File: src/hdl/palr_pkg.sv
`timescale 1ns / 1ps
`default_nettype none
// ----------------------------------------------------------------------------
// palr_pkg
// Beat types shared by the polyline arc-length resampler.
// ----------------------------------------------------------------------------
package palr_pkg;

  localparam int COORD_W = 32;
  localparam int STEP_W  = 16;
  localparam int POS_W   = 40;

  typedef struct packed {
    logic signed [COORD_W-1:0] point_x;
    logic signed [COORD_W-1:0] point_y;
    logic                      first_point;
  } in_beat_t;

  typedef struct packed {
    logic signed [COORD_W-1:0] out_x;
    logic signed [COORD_W-1:0] out_y;
    logic                      last_of_run;
    logic                      overflow;
  } out_beat_t;

endpackage
`default_nettype wire

File: src/hdl/polyline_arc_length_resampler_unit.sv
`timescale 1ns / 1ps
`default_nettype none
// ----------------------------------------------------------------------------
// polyline_arc_length_resampler_unit
// Resamples a polyline at a fixed arc-length step, one vertex per beat.
// ----------------------------------------------------------------------------
// Vertices arrive as signed Q16.16 beats. A first vertex is passed straight
// through. For a later vertex the block squares the deltas on one 32x32
// multiplier, takes a 33-step square root, then a 17-step division by the
// step for the point count, all on one shared compare/subtract unit; each
// emitted point then costs two interpolations (multiply, add, 32-step
// divide). in_ready is high only between vertices, so a new vertex is not
// taken until the last one is through. At most MAX_POINTS points come per
// segment; further points are skipped and overflow is set on every point of
// that segment.
module polyline_arc_length_resampler_unit #(
  parameter int MAX_POINTS = 64
) (
  input  wire                 clk,
  input  wire                 rst,
  input  wire                 in_valid,
  output logic                in_ready,
  input  palr_pkg::in_beat_t  in_data,
  output logic                out_valid,
  input  wire                 out_ready,
  output palr_pkg::out_beat_t out_data,
  input  wire                 cfg_we,
  input  wire [15:0]          cfg_data
);
  import palr_pkg::*;

  localparam int EW = $clog2(MAX_POINTS + 1);

  localparam logic [3:0] S_IDLE  = 4'd0;
  localparam logic [3:0] S_SQX   = 4'd1;
  localparam logic [3:0] S_SQY   = 4'd2;
  localparam logic [3:0] S_SQSUM = 4'd3;
  localparam logic [3:0] S_SQRT  = 4'd4;
  localparam logic [3:0] S_CNT   = 4'd5;
  localparam logic [3:0] S_DIVC  = 4'd6;
  localparam logic [3:0] S_DIVE  = 4'd7;
  localparam logic [3:0] S_IMUL  = 4'd8;
  localparam logic [3:0] S_IADD  = 4'd9;
  localparam logic [3:0] S_IDIV  = 4'd10;
  localparam logic [3:0] S_EMIT  = 4'd11;

  logic [3:0]         state;
  logic [STEP_W-1:0]  step_length;
  logic               started;
  logic [31:0]        previous_x, previous_y;
  logic [31:0]        cur_x, cur_y;
  logic [POS_W-1:0]   pos, pos_new;
  logic [31:0]        ax, ay;
  logic               negx, negy;
  logic [63:0]        acc, mul_p;
  logic [65:0]        val;
  logic [33:0]        rem;
  logic [32:0]        root;
  logic [5:0]         cnt;
  logic [16:0]        dvd;
  logic [15:0]        dlow, dr;
  logic [16:0]        dq;
  logic [32:0]        ir;
  logic [31:0]        dlo, iq;
  logic [32:0]        p;
  logic [EW-1:0]      k, emit;
  logic               ovf, pass, coord;
  logic [31:0]        ox_hold, oy_hold;

  logic [STEP_W-1:0]  s_eff;
  logic [31:0]        stepq;
  logic [35:0]        su_a, su_b, su_diff;
  logic               su_ge;
  logic [31:0]        mul_a, mul_b;
  logic [32:0]        dx, dy;
  logic [17:0]        count;
  logic               rem_nz;
  logic [31:0]        a_cur, base_cur, interp;
  logic [65:0]        idvd;

  assign s_eff    = (step_length == '0) ? STEP_W'(1) : step_length;
  assign stepq    = {s_eff, 16'h0000};
  assign in_ready = (state == S_IDLE);

  assign dx = {in_data.point_x[31], in_data.point_x} - {previous_x[31], previous_x};
  assign dy = {in_data.point_y[31], in_data.point_y} - {previous_y[31], previous_y};

  // shared compare/subtract step for root and both divisions
  always_comb begin
    su_a = '0;
    su_b = '0;
    case (state)
      S_SQRT: begin
        su_a = {rem, val[65:64]};
        su_b = {1'b0, root, 2'b01};
      end
      S_DIVC: begin
        su_a = {19'd0, dr, dvd[16]};
        su_b = {20'd0, s_eff};
      end
      S_IDIV: begin
        su_a = {2'd0, ir, dlo[31]};
        su_b = {3'd0, root};
      end
      default: begin
        su_a = '0;
        su_b = '0;
      end
    endcase
  end
  assign su_ge   = (su_a >= su_b);
  assign su_diff = su_a - su_b;

  // shared multiplier
  always_comb begin
    mul_a = ax;
    mul_b = ax;
    case (state)
      S_SQY: begin
        mul_a = ay;
        mul_b = ay;
      end
      S_IMUL: begin
        mul_a = coord ? ay : ax;
        mul_b = p[31:0];
      end
      default: begin
        mul_a = ax;
        mul_b = ax;
      end
    endcase
  end

  assign a_cur    = coord ? ay : ax;
  assign base_cur = coord ? previous_y : previous_x;
  // quotient including the bit decided in the final divide step
  assign interp   = (coord ? negy : negx) ? base_cur - {iq[30:0], su_ge}
                                          : base_cur + {iq[30:0], su_ge};
  assign idvd     = 66'(mul_p) + (p[32] ? {2'b00, a_cur, 32'h0} : 66'd0)
                  + 66'(root[32:1]);
  assign rem_nz   = (dr != '0) || (dlow != '0);
  assign count    = 18'(dq) + 18'(rem_nz);

  always_ff @(posedge clk) begin
    mul_p <= 64'(mul_a) * 64'(mul_b);
  end

  always_ff @(posedge clk) begin
    if (rst) begin
      state       <= S_IDLE;
      step_length <= STEP_W'(1);
      started     <= 1'b0;
      previous_x  <= '0;
      previous_y  <= '0;
      pos         <= '0;
      out_valid   <= 1'b0;
    end else begin
      if (cfg_we) step_length <= cfg_data;
      if (out_valid && out_ready && state != S_EMIT) out_valid <= 1'b0;
      case (state)
        S_IDLE: begin
          if (in_valid) begin
            cur_x <= in_data.point_x;
            cur_y <= in_data.point_y;
            if (in_data.first_point || !started) begin
              previous_x <= in_data.point_x;
              previous_y <= in_data.point_y;
              ox_hold    <= in_data.point_x;
              oy_hold    <= in_data.point_y;
              pos        <= POS_W'(stepq);
              started    <= 1'b1;
              pass       <= 1'b1;
              state      <= S_EMIT;
            end else begin
              negx  <= dx[32];
              negy  <= dy[32];
              ax    <= dx[32] ? 32'(-dx) : dx[31:0];
              ay    <= dy[32] ? 32'(-dy) : dy[31:0];
              pass  <= 1'b0;
              state <= S_SQX;
            end
          end
        end
        S_SQX: state <= S_SQY;
        S_SQY: begin
          acc   <= mul_p;
          state <= S_SQSUM;
        end
        S_SQSUM: begin
          val   <= 66'(acc) + 66'(mul_p);
          rem   <= '0;
          root  <= '0;
          cnt   <= 6'd32;
          state <= S_SQRT;
        end
        S_SQRT: begin
          rem  <= su_ge ? su_diff[33:0] : su_a[33:0];
          root <= {root[31:0], su_ge};
          val  <= val << 2;
          cnt  <= cnt - 6'd1;
          if (cnt == '0) state <= S_CNT;
        end
        S_CNT: begin
          // root now holds the segment length
          if (pos < POS_W'(root)) begin
            dvd   <= 17'((root - pos[32:0]) >> 16);
            dlow  <= 16'(root - pos[32:0]);
            dr    <= '0;
            dq    <= '0;
            cnt   <= 6'd16;
            state <= S_DIVC;
          end else begin
            // no point on this segment
            pos        <= pos - POS_W'(root);
            previous_x <= cur_x;
            previous_y <= cur_y;
            state      <= S_IDLE;
          end
        end
        S_DIVC: begin
          dr  <= su_ge ? su_diff[15:0] : su_a[15:0];
          dq  <= {dq[15:0], su_ge};
          dvd <= dvd << 1;
          cnt <= cnt - 6'd1;
          if (cnt == '0) state <= S_DIVE;
        end
        S_DIVE: begin
          ovf     <= (count > 18'(MAX_POINTS));
          emit    <= (count > 18'(MAX_POINTS)) ? EW'(MAX_POINTS) : count[EW-1:0];
          pos_new <= rem_nz ? POS_W'(stepq - {dr, dlow}) : '0;
          p       <= pos[32:0];
          k       <= '0;
          coord   <= 1'b0;
          state   <= S_IMUL;
        end
        S_IMUL: state <= S_IADD;
        S_IADD: begin
          ir    <= idvd[64:32];
          dlo   <= idvd[31:0];
          iq    <= '0;
          cnt   <= 6'd31;
          state <= S_IDIV;
        end
        S_IDIV: begin
          ir  <= su_ge ? su_diff[32:0] : su_a[32:0];
          iq  <= {iq[30:0], su_ge};
          dlo <= dlo << 1;
          cnt <= cnt - 6'd1;
          if (cnt == '0) begin
            if (!coord) begin
              coord <= 1'b1;
              state <= S_IMUL;
            end else begin
              state <= S_EMIT;
            end
          end
        end
        S_EMIT: begin
          if (!out_valid || out_ready) begin
            out_valid <= 1'b1;
            if (pass) begin
              out_data <= '{out_x: ox_hold, out_y: oy_hold,
                            last_of_run: 1'b1, overflow: 1'b0};
              state    <= S_IDLE;
            end else begin
              out_data <= '{out_x: ox_hold, out_y: oy_hold,
                            last_of_run: (k == emit - EW'(1)), overflow: ovf};
              if (k == emit - EW'(1)) begin
                pos        <= pos_new;
                previous_x <= cur_x;
                previous_y <= cur_y;
                state      <= S_IDLE;
              end else begin
                k     <= k + EW'(1);
                p     <= p + 33'(stepq);
                coord <= 1'b0;
                state <= S_IMUL;
              end
            end
          end
        end
        default: state <= S_IDLE;
      endcase
      // first interpolated coordinate is held until the second is ready
      if (state == S_IDIV && cnt == '0) begin
        if (!coord) ox_hold <= interp;
        else        oy_hold <= interp;
      end
    end
  end

endmodule
`default_nettype wire
File: config.mk
export PLATFORM = sky130hd
export DESIGN_NAME = polyline_arc_length_resampler_unit
export DESIGN_NICKNAME = d
export VERILOG_FILES = /design/src/hdl/palr_pkg.sv /design/src/hdl/polyline_arc_length_resampler_unit.sv
export SDC_FILE = /design/constraint.sdc
export NUM_CORES = 2
export LEC_CHECK = 0
export BUFFER_PORTS_ARGS = -buffer_cell sky130_fd_sc_hd__clkbuf_2
export CAP_MARGIN = 20
export CELL_PAD_IN_SITES_DETAIL_PLACEMENT = 1
export CELL_PAD_IN_SITES_GLOBAL_PLACEMENT = 2
export CORE_UTILIZATION = 30
export CTS_CLUSTER_SIZE = 28
export DETAILED_ROUTE_END_ITERATION = 8
export PLACE_DENSITY = 0.68
export SYNTH_ARGS = -nofsm -noshare
export SYNTH_HDL_FRONTEND = slang
export SYNTH_SLANG_ARGS = --single-unit
File: constraint.sdc
create_clock -name clk -period 23.9 [get_ports clk]
set_input_delay 4.78 -clock clk [delete_from_list [all_inputs] [get_ports clk]]
set_output_delay 4.78 -clock clk [all_outputs]
set_load 0.005 [all_outputs]
==> out/metrics.csv <==
metric,value,unit
outcome,finished clean,
fp.dieW,545.8,um
nFillCells,33697,
min_period,11.54,ns
fin_cells,13582,
final_common_cell,inv_1,
slowest_stage,mux2i_2,
layout_common_cells,"inv_1, nor2_1, nand2_1, fa_1, edfxtp_1",
setup_ws,12.36,ns
syn_avg_cell_area,9.235,um2
netlist_instances,9607,
drtIter0Drc,4596,
worstPathMaxFanout,41,
worstSetupPathType,flop to flop,
grt_pass1_wl,527.5,mm
drc,0,
coreArea,294100,um2
setup-violations-final,0,
place_inst,13377,
routed_via_density,5.291,
postCtsSetupBuffers,0,
hpwl,282.8,mm
yosysSeqAreaShare,28.25,%
insertion_delay,0.77,ns
rsz0062_at_grt,no,
fp.dieH,545.8,um
ant_nets,0,
r2r-start,state[0],
cts_tree,done,
post_drt_wl_per_cell,26.45,um
fin_worst_skew,0.06455,ns
cts_buffers,107,
worst_slew_pin_slew,1.318,ns
vias,71864,
drt-pass1-iter-count,6,
crit_path_max_incr_delay,0.91,ns
r2r-end,mul_p[59],
setup.worst_path.end_class,flop,
root_buffer,clkbuf_16,
grtUsageTotal,23.85,%
hold_path_startpoint,oy_hold[5],
synth_top_cell_by_area,edfxtp_1,
synthFlopType,edfxtp_1,
h-tree-depth,3,
whs_path_depth,0,
synth_area_leaders,"edfxtp_1, fa_1, ha_1",
final.setup.tns,0,ns
hold_buffers,0,
grt_max_degree,134,
clock-sinks,898,
route.final.wire_length,359.3,mm
max_slew_margin,12.15,%
ys_types,103,
rrSetupSlack,12.36,ns
clkTransAtPathRegs,0.06,ns
crit_top_cell,fa_1,
place.gp.congestion,0.9458,
ys_seq_elements,898,
hold_viol,0,
cp-start-kind,flop,
antenna_found_initial,13,
hold-path-endpoint,out_data[7],
reg2regPathDepth,34,
syn_area,88720,um2
critPathRequiredTime,24.57,ns
crit_arrival,12.21,ns
synth_warnings,0,
utilization,33.32,%
area_growth,10.45,%
max_cap_viol_count,0,
start_util,30.17,%
fmax,86.66,MHz
post-place-ws,12.51,ns
period_share,48.28,%
hold_class,flop to flop,
ys_async_sr_fraction,0,%
place.port_buffers,153,
grt_pass1_vias,76720,
ctsResizeCount,0,
synth_edf_count,708,
io_pins,154,
drive_gt1_share,7.102,%
syn_nets,11226,
synth_top_area_share,23.96,%
cts_buffer_depth,3,
fin_nets,11187,
floorplan.rows,199,
die_area,297900,um2
maxSlewViolCount,0,
overflow,0,
synth_stat cells, types with 66 or more instances:
cell and number:
nor2_1 1125, mux2_2 68, xor2_1 181, xnor2_1 303, nand2_1 1048, inv_1 1185, nor2b_1 78, o21ai_0 451
a21o_1 242, clkbuf_1 424, nand4_1 69, a21oi_1 578, nor3_1 97, ha_1 628, nand3_1 94, fa_1 905
and3_1 96, edfxtp_1 708, a311oi_1 71, dfxtp_1 190, mux2i_1 128, a31oi_1 77, a211oi_1 66
metrics by stage:
| stage | area [um2] | hold WS, ns |
|---|---|---|
| after floorplan | 88720 | 0.4204 |
| after global placement | 94140 | 0.4274 |
| after detailed placement | 94170 | 0.4338 |
| after CTS | 97970 | 0.4491 |
| after global routing | 97980 | 0.4539 |
| final | 97990 | 0.4486 |
cell type report:
| type | instances | area, um2 | area share [%] |
|---|---|---|---|
| well taps | 3919 | 4903 | 5.004 |
| clock inverters | 72 | 937.1 | 0.9564 |
| multi-input cells | 7053 | 57700 | 58.88 |
| flip-flops and latches | 898 | 25060 | 25.58 |
| diodes | 4 | 10.01 | 0.01021 |
| clock buffers | 128 | 2868 | 2.927 |
| repair buffers | 322 | 2053 | 2.095 |
| inverters | 1186 | 4456 | 4.547 |
routing by layer:
metal	track usage, %	up-vias	part of all wire [%]
met5	0	-	0
met4	9.541	0	4.5
met3	2.793	485	4.8
met2	39.27	1857	46
met1	31.81	37243	44
li1	-	32279	-
worst max-delay path by stage:
stage              from        end  slack, ns  depth (start not counted)
3_5_place_dp   state[0]  mul_p[59]      12.51                         31
6_report       state[0]  mul_p[59]      12.36                         34
4_1_cts        state[0]  mul_p[59]      12.39                         31
2_1_floorplan       rst     rem[0]       8.18                          3
5_1_grt        state[0]  mul_p[59]      11.77                         35
3_3_place_gp   state[1]  mul_p[59]      12.69                         30
worst max-delay path, delay by kind of cell, from the launching register on:
family	cells	cell delay (ns)
fa+ha+maj	9	4.41
compound gates	11	2.93
buf+inv	9	1.71
mux	1	0.91
flops	1	0.71
simple gates	4	0.65
flip-flops by register name, indices dropped and copies added (netlist names), 33 cells and up:
name      count
root         33
p            33
mul_p        64
ir           33
out_data     66
pos_new      33
acc          64
pos          40
val          66
rem          34
kinds of logic (layout without fill, tap and decap cells):
kind of cell | Yosys count | count (layout) | share of synthesized area [%]
adders and majority gates | 1533 | 1533 | 29.28
and+or+nand+nor | 2870 | 2870 | 14.00
AOI/OAI and AO/OA | 1969 | 1969 | 14.30
muxes | 196 | 196 | 2.307
other | 0 | 4 | 0
buffers and inverters | 1656 | 1708 | 7.053
DFF | 898 | 898 | 28.25
xor gates and xnor gates | 485 | 485 | 4.809
Power is not shown: default switching activity piles up to over one toggle a cycle in this logic, so the estimate is an artifact.
